$ cat src/skt_pkg.sv
// Shared types, sizes and codes for the sorted key table.
// No dependencies; every other file in src/ refers to this package by scoped names.
package skt_pkg;

    localparam int CAPACITY = 128;
    localparam int IDX_W    = (CAPACITY > 1) ? $clog2(CAPACITY) : 1;
    localparam int CNT_W    = $clog2(CAPACITY + 1);

    // Reduction tree: cells are gathered in groups, then the groups are combined.
    localparam int GRP      = 16;
    localparam int NGRP     = (CAPACITY + GRP - 1) / GRP;

    localparam int KEY_W    = 64;
    localparam int VAL_W    = 32;
    localparam int OP_W     = 2;
    localparam int ST_W     = 2;
    localparam int POS_W    = 7;
    localparam int ECNT_W   = 8;

    localparam int IN_FIELDS_W  = OP_W + KEY_W + KEY_W + VAL_W;
    localparam int IN_TDATA_W   = ((IN_FIELDS_W + 7) / 8) * 8;
    localparam int OUT_FIELDS_W = ST_W + POS_W + VAL_W + ECNT_W;
    localparam int OUT_TDATA_W  = ((OUT_FIELDS_W + 7) / 8) * 8;

    localparam logic [OP_W-1:0] OP_LOOKUP = 2'd0;
    localparam logic [OP_W-1:0] OP_INSERT = 2'd1;
    localparam logic [OP_W-1:0] OP_DELETE = 2'd2;

    localparam logic [ST_W-1:0] ST_OK        = 2'd0;
    localparam logic [ST_W-1:0] ST_NOT_FOUND = 2'd1;
    localparam logic [ST_W-1:0] ST_DUPLICATE = 2'd2;
    localparam logic [ST_W-1:0] ST_FULL      = 2'd3;

    typedef struct packed {
        logic [KEY_W-1:0] key_high;
        logic [KEY_W-1:0] key_low;
        logic [VAL_W-1:0] value;
    } t_entry;

    typedef struct packed {
        logic load;   // take the new entry
        logic up;     // take the entry of the cell below
        logic dn;     // take the entry of the cell above
    } t_cell_ctl;

    typedef struct packed {
        logic             hit;    // first occupied entry not below the key exists
        logic [IDX_W-1:0] idx;    // its index
        logic             found;  // an occupied entry equals the key
        logic [VAL_W-1:0] value;  // handle of that entry
    } t_search;

endpackage

$ cat src/skt_cell.sv
// One storage cell of the sorted key chain: holds an entry, compares it to the
// broadcast key and shifts to or from its neighbors. Uses skt_pkg.
module skt_cell (
    input  logic               i_clk,
    input  skt_pkg::t_entry    i_new,    // broadcast key and value of the current beat
    input  skt_pkg::t_entry    i_prev,   // entry of the cell one index lower
    input  skt_pkg::t_entry    i_next,   // entry of the cell one index higher
    input  skt_pkg::t_cell_ctl i_ctl,
    output skt_pkg::t_entry    o_entry,
    output logic               o_below,  // stored key < broadcast key
    output logic               o_eq      // stored key == broadcast key
);

    skt_pkg::t_entry r_entry, n_entry;
    logic            r_below, r_eq;
    logic            hi_eq;

    always_comb begin
        n_entry = r_entry;
        if (i_ctl.load) begin
            n_entry = i_new;
        end else if (i_ctl.up) begin
            n_entry = i_prev;
        end else if (i_ctl.dn) begin
            n_entry = i_next;
        end
    end

    assign hi_eq = (r_entry.key_high == i_new.key_high);

    always_ff @(posedge i_clk) begin
        r_entry <= n_entry;
        r_below <= (r_entry.key_high < i_new.key_high) ||
                   (hi_eq && (r_entry.key_low < i_new.key_low));
        r_eq    <= hi_eq && (r_entry.key_low == i_new.key_low);
    end

    assign o_entry = r_entry;
    assign o_below = r_below;
    assign o_eq    = r_eq;

endmodule

$ cat config.mk
export PLATFORM = sky130hd
export DESIGN_NAME = skt_cell
export DESIGN_NICKNAME = d
export VERILOG_FILES = /design/src/skt_pkg.sv /design/src/skt_cell.sv
export SDC_FILE = /design/constraint.sdc
export NUM_CORES = 1
export LEC_CHECK = 0
export BUFFER_PORTS_ARGS = -buffer_cell sky130_fd_sc_hd__buf_4
export CORE_AREA = 4 4 248 250
export DETAILED_ROUTE_END_ITERATION = 6
export DIE_AREA = 0 0 252 254
export PLACE_DENSITY = 0.52
export SYNTH_ARGS = -nofsm -noshare
export SYNTH_HDL_FRONTEND = slang
export SYNTH_SLANG_ARGS = --single-unit
export TNS_END_PERCENT = 20
$ cat constraint.sdc
create_clock -name i_clk -period 6.4 [get_ports i_clk]
set_clock_uncertainty 0.15 [all_clocks]
set_input_delay 1.92 -clock i_clk [delete_from_list [all_inputs] [get_ports i_clk]]
set_output_delay 1.92 -clock i_clk [all_outputs]
set_load 0.01 [all_outputs]
==> results.md, run 1 <==
* Slowest cell on crit path: nor4_1
* Setup TNS at 0 ps
* Site row count at 89
* Global route overflow at 0
* Reg power frac at 0.404
* Power Internal at 0.00238 W
* Sw Ratio at 0.309
* Number of port buffers at between 600 and 700
* Max-cap violations at 0
* Hold_sp: o_entry[33]
* Reg2reg path depth at 6
* Vias in the first global route at about 12000
* Area Overhead vs Synth at 55.2%
* Critical Path End Type: register
* Max Used Layer: met4
* Post-synth ARST share at 0
* Routed vias at approximately 11000
* Cts hold-fix bufs at 0
* CP peak stage delay at between 900 and 1000 ps
* Post-DP HPWL at approximately 41 mm
* Initial DRC Count at ~440
* Final Max Tran Viols at 0
* Syn avg cell area at slightly below 10 um^2
* Initial core utilization at 0.193
* Combinational power share at 0.302
* Synthesized area at ~11000 um^2
* CP required at between 6000 and 7000 ps
* DR pass1 iterations at 5
* RSZ-0062 raised after global routing: false
* Final setup vio count at 0
* RePlAce Congestion at between 0.9 and 1
* Synth Net Count at between 1500 and 2000
* Worst hold stages at 3
* Post_cts resized at 0
* Post-synth top flop: edfxtp_1
* PD cells at ~200 nW/um^2
* Distinct cells, synth at 47
* Min-Delay Endpoint: o_eq
* Wl on met1 at roughly 18 mm
* Die area at 64000 um^2
* Post-synth EDFFs at 160
* Clk Latency, worst-skew pair at 480 ps
* DR WL met3 at between 4 and 5 mm
* Final nets at roughly 2400
* CP max FO at 4
* Fmax at around 230 MHz
* Share of cells above drive strength 1 at 0.385
* Initial antenna violation count at 0
* HP Class: reg -> reg
* Reg-to-Reg Start: o_entry[139]
* Pin count of the biggest net entering global routing at 134
* Clock sink total at 162
* Psw at 0.00106 W
* Post-route DRC violation count at 0
* Cells after Synth at around 1200
* Core ar. at 59000 um^2
* Reg-to-Reg End: o_below
* Flop2flop setup slack at about 3000 ps
* Post-layout minimum cycle time at about 4400 ps
* DR vias/cell at ~4.2
* Reg clk slew, reported paths at approximately 70 ps
* Yosys synthesis warning count at 0
* CTS Buffer Depth at 2
* Die width at 252 um
* Overall Global Routing Usage at 0.146
* Routed len/inst at between 15 and 20 um
* FILL cells at around 6300
* Die Y at roughly 250 um
* # Post-CTS Setup Buffers at 0
* Slew @ Worst Pin at roughly 1100 ps
* Max rail drop VDD at 0.208 mV
* P_leak at approximately 8.7 nW
* Cells along the critical path: buf_4 -> inv_1 -> ha_1 -> nand4_1 -> nor4_1 -> nand4b_1 -> o211ai_1 -> o21ai_2
* CTS tree: done
* Clock share of power at 0.294
* Final hold violation count at 0
* Sequential cell area fraction in the yosys report at 0.426
* CTS H-tree depth at 4
* Startpoint types: input pin
* Most common cell after layout, fill and taps aside: buf_4
* Flops & latches, synth at roughly 160
* Arrival @ worst endpoint at between 4000 and 5000 ps
* Ports at between 600 and 700
* CTS buffer count at 17
* First-pass GRT wire length at a little under 70 mm
* Antenna Nets Post-Route at 0
* Root Driver: clkbuf_16
* Critical path class: in -> reg
* Core Util, Final at 0.299
* Outcome: completed
* Final wirelength at between 40 and 50 mm
* WL met2 at about 25 mm
* Max_slew headroom at 0.266
* Post-route clock period utilization at 0.683
* Most frequent cells in the layout: 650 x buf_4, 192 x nand2_1, 176 x o21ai_0
area by class of cell:
type	count	area (um^2)	share of cell area
timing repair buffer	656	4990	0.283
clock inverter	12	106	0.00602
antenna	1	2.50	0.000142
tap	773	967	0.0548
inverter	129	484	0.0274
clock buffer	19	433	0.0245
sequential	162	4840	0.274
multi-input combinational	819	5830	0.330
critical path, delay by kind of cell:
kind            cells  cell delay [ps]
buf+inv             2              130
fa+ha+maj           1              350
compound gates      2              770
simple gates        3             1390
cell usage after synthesis (2+ instances only):
library cell  number  area share
or3_1              3      0.0016
buf_2             17      0.0075
mux2i_1          160        0.14
nand4b_1           2      0.0015
nor2_1            10      0.0033
a21o_1             7      0.0046
dfxtp_1            2      0.0035
nand4_1           23       0.013
clkbuf_1          36       0.012
a211oi_1           2      0.0013
inv_1            129       0.043
o21a_1             3      0.0020
a21oi_1           57       0.025
ha_1             128        0.14
nor3_1             2     0.00088
a221oi_1           4      0.0031
nand3_1           14      0.0062
nor2b_1            2      0.0011
and4_1             5      0.0038
nand2_1          192       0.063
o21ai_0          176       0.077
o211ai_1           2      0.0013
edfxtp_1         160        0.42
nor4_1             5      0.0027
power groups by stage:
stage	Clock, W	Combinational (W)	Sequential (W)
floorplan	0	0.000379	0.00145
global placement	0	0.00105	0.00141
detailed placement	0	0.00106	0.00142
CTS	0.00107	0.00106	0.00140
global route	0.00110	0.00115	0.00141
finish	0.00101	0.00104	0.00139
metal layers:
layer	vias up	track usage
met5	-	0
met4	0	0.0601
met3	47	0.0498
met2	461	0.261
met1	4892	0.159
li1	5431	-
state kept, by name (all words and copies together) (netlist names):
name / count
o_below: 1
o_entry: 160
o_eq: 1
through the flow:
stage | power (W) | cells | setup slack (ps) | cell area [um^2] | hold WS (ps)
after floorplan | 0.00183 | 1164 | 1510 | 11400 | 638
after global placement | 0.00246 | 2539 | 1370 | 17100 | 669
after detailed placement | 0.00248 | 2539 | 1460 | 17100 | 705
after CTS | 0.00353 | 2570 | 1990 | 17700 | 706
after global routing | 0.00366 | 2570 | 1860 | 17700 | 741
final | 0.00345 | 2571 | 2030 | 17700 | 691
worst max path at each step:
stage / end / start / cells past startpoint
2_1_floorplan: o_entry[0] / i_ctl[2] / 3
3_3_place_gp: o_below / i_new[143] / 8
3_5_place_dp: o_below / i_new[143] / 8
4_1_cts: o_below / i_new[143] / 8
5_1_grt: o_below / i_new[137] / 8
6_report: o_below / i_new[137] / 8
logic make-up (layout without fill, tap and decap cells):
group,count (synthesis),count (layout),synth area share
flops,162,162,0.426
buf+inv,183,816,0.0622
simple gates,268,268,0.106
other cells,0,1,0
mux,160,160,0.141
compound gates,263,263,0.125
fa+ha+maj,128,128,0.141
Note: power is estimated with default switching activity, not from simulation.
==> run 2, diff against run 1 <==
ABC_AREA = 1   (was default)
CORE_AREA = 4 4 246 248   (was 4 4 248 250)
DIE_AREA = 0 0 250 252   (was 0 0 252 254)
PLACE_DENSITY = 0.51   (was 0.52)
clock period = 4.09 ns   (was 6.4 ns; I/O delays follow)
==> run 2 against run 1 <==
  * Critical path depth grew 4
  * Register-to-register slack lost 1400 ps
  * Synthesized area shrank 1.1%
  * Largest power group unchanged
  * Largest cell class unchanged
  * Total power grew 59%
==> results.md, run 2 <==
* Distinct cells, synth at 22
* Top post-synthesis cells by count: 283 x nand2_1, 255 x a21oi_1, 160 x edfxtp_1
* Final nets at approximately 2500
* Post-layout minimum cycle time at around 2900 ps
* Reg2reg path depth at 10
* Initial DRC Count at 623
* Grt met1 use at 0.189
* Antenna Nets Post-Route at 0
* Die Y at 252 um
* Max_slew headroom at 0.307
* Hold_sp: o_entry[36]
* Flops & latches, synth at 162
* Routed vias at 12000
* Site row count at 89
* Reg-to-Reg End: o_below
* CTS tree: done
* Slowest cell on crit path: o21ai_0
* CP max FO at 2
* Ranking of synthesized cells by area: edfxtp_1 43%, ha_1 14%, a21oi_1 11%, nand2_1 9.4%, a22oi_1 8.4%
* Cts hold-fix bufs at 0
* Vias in the first global route at between 10000 and 15000
* P_leak at about 8.5 nW
* Startpoint types: input pin
* FILL cells at between 6000 and 7000
* Final hold violation count at 0
* First-pass GRT wire length at between 70 and 80 mm
* CTS buffer count at 17
* Most used cell along the critical path: nand2_1
* Fmax at 350 MHz
* CTS Buffer Depth at 2
* Die width at between 200 and 300 um
* CTS H-tree depth at 4
* Synthesized area at about 11000 um^2
* CP required at about 4300 ps
* GR Util met2 at 0.275
* Crit path buf inv count at 3
* RSZ-0062 raised after global routing: false
* Cell count after placement at 2675
* Cells along the critical path: buf_4 -> inv_1 -> ha_1 -> nand2_1 -> inv_1 -> nor2_1 -> o21ai_0 -> a21oi_1 -> nand2_1 -> a21oi_1 -> nand2_1 -> nand2_1
* Root Driver: clkbuf_16
* Initial antenna violation count at 3
* Top-count cell post-synth: nand2_1
* PD cells at 311 nW/um^2
* Final Max Tran Viols at 0
* HP Class: reg -> reg
* Core ar. at around 60000 um^2
* DR vias/cell at between 4 and 5
* Met3 usage at 0.0505
* Arrival @ worst endpoint at slightly above 3000 ps
* Post-route DRC violation count at 0
* Reg clk slew, reported paths at about 70 ps
* Post-synth EDFFs at 160
* Routed len/inst at approximately 20 um
* Cell family with most CP delay: compound AO/OA/AOI/OAI gates
* Max rail drop VDD at around 0.32 mV
* Slew @ Worst Pin at roughly 1000 ps
* Post-synth top flop: edfxtp_1
* Clk Latency, worst-skew pair at 480 ps
* Global route overflow at 0
* Sequential cell area fraction in the yosys report at 0.431
* Most common cell after layout, fill and taps aside: buf_4
* Critical path class: in -> reg
* Max FFs per register at 160
* Clock sink total at 162
* Max-cap violations at 0
* Most frequent cells in the layout: 655 x buf_4, 282 x nand2_1, 255 x a21oi_1
* Pin count of the biggest net entering global routing at between 90 and 100
* DR pass1 iterations at 5
* # Post-CTS Setup Buffers at 0
* GR peak layer: met2
* Post-route clock period utilization at 0.698
* Reg-to-Reg Start: o_entry[153]
* Post-synth ARST share at 0
* Dominant cell type by area after synthesis: edfxtp_1
* Cells after Synth at about 1300
* Area Overhead vs Synth at 56.1%
* Synth top area share at 0.427
* Ports at 646
* Post_cts resized at 0
* Syn avg cell area at approximately 8.6 um^2
* Initial core utilization at 0.192
* Worst hold stages at 5
* CP peak stage delay at around 800 ps
* Flop2flop setup slack at 1700 ps
* Critical Path End Type: register
* Final wirelength at ~53 mm
* Min-Delay Endpoint: o_eq
* RePlAce Congestion at roughly 0.95
* Final cell count without fillers at between 2000 and 3000
* Final setup vio count at 0
* Setup TNS at 0 ps
* Outcome: completed
* Synth Net Count at roughly 1900
* Yosys synthesis warning count at 0
* Share of cells above drive strength 1 at 0.369
* Die area at between 60000 and 70000 um^2
* Post-DP HPWL at 43.1 mm
* Overall Global Routing Usage at 0.162
* Number of port buffers at between 600 and 700
-- run 2: changes by cell type in the layout (fill, tap and decap cells not counted), sizes merged, moves of 24 or more --
cell | before | now
a22oi | 0 | 126
nand2 | 192 | 290
inv | 133 | 157
nor2 | 10 | 81
a21oi | 57 | 255
o21ai | 177 | 17
mux2i | 160 | 0
-- run 2: power breakdown --
part / leakage [nW] / internal, W / switching (W)
Sequential: 1.66 / 0.00205 / 0.000125
Clock: 0.250 / 0.000785 / 0.000783
Combinational: 6.62 / 0.000841 / 0.000879
-- run 2: cell type report --
type	instances	area (um^2)	share of cell area
Clock buffer	19	433	0.0246
Tap cell	773	967	0.0551
Clock inverter	13	103	0.00584
Multi-Input combinational cell	923	5530	0.315
Timing Repair Buffer	665	5100	0.291
Antenna cell	1	2.50	0.000142
Sequential cell	162	4840	0.276
Inverter	152	576	0.0328
-- run 2: worst reg2reg max path: stages (launching register included) --
cell	delay, ps
edfxtp_1	420
ha_1	310
nand2_1	50
inv_1	50
nor2_1	30
o21ai_0	790
a21oi_1	180
nand2_1	120
a21oi_1	50
nand2_1	80
nand2_1	50
-- run 2: worst max path at each step --
stage            endpoint  slack, ps        from  cells past startpoint
2_1_floorplan  o_entry[0]        610    i_ctl[1]                      5
6_report          o_below       1240  i_new[153]                     12
3_5_place_dp      o_below        850  i_new[155]                     13
3_3_place_gp      o_below        820  i_new[155]                     13
5_1_grt           o_below       1200  i_new[155]                     13
4_1_cts           o_below       1380  i_new[155]                     13
-- run 2: routing by layer --
| metal | share of wire | routed length, um | vias to the layer above |
|---|---|---|---|
| li1 | - | - | 5811 |
| met5 | 0.00024 | 13 | - |
| met4 | 0.039 | 2050 | 2 |
| met1 | 0.40 | 21200 | 5626 |
| met3 | 0.075 | 4000 | 76 |
| met2 | 0.49 | 25900 | 514 |
-- run 2: cells by family after synthesis --
kind of cell             Yosys count  share of synthesized area
AO/OA/AOI/OAI                    408                      0.212
AND/OR/NAND/NOR                  387                      0.136
buffers and inverters            222                     0.0789
flip-flops                       162                      0.431
adder cells (fa/ha/maj)          128                      0.142
-- run 2: per-stage QoR --
stage,util,instance area [um^2],setup WS (ps),power (W),hold WS [ps]
after floorplan,-,11300,610,0.00292,723
after global placement,0.291,17000,816,0.00394,741
after detailed placement,0.291,17000,853,0.00396,724
after CTS,0.300,17600,1380,0.00558,743
after global routing,0.300,17600,1200,0.00580,787
final,0.300,17600,1240,0.00547,726
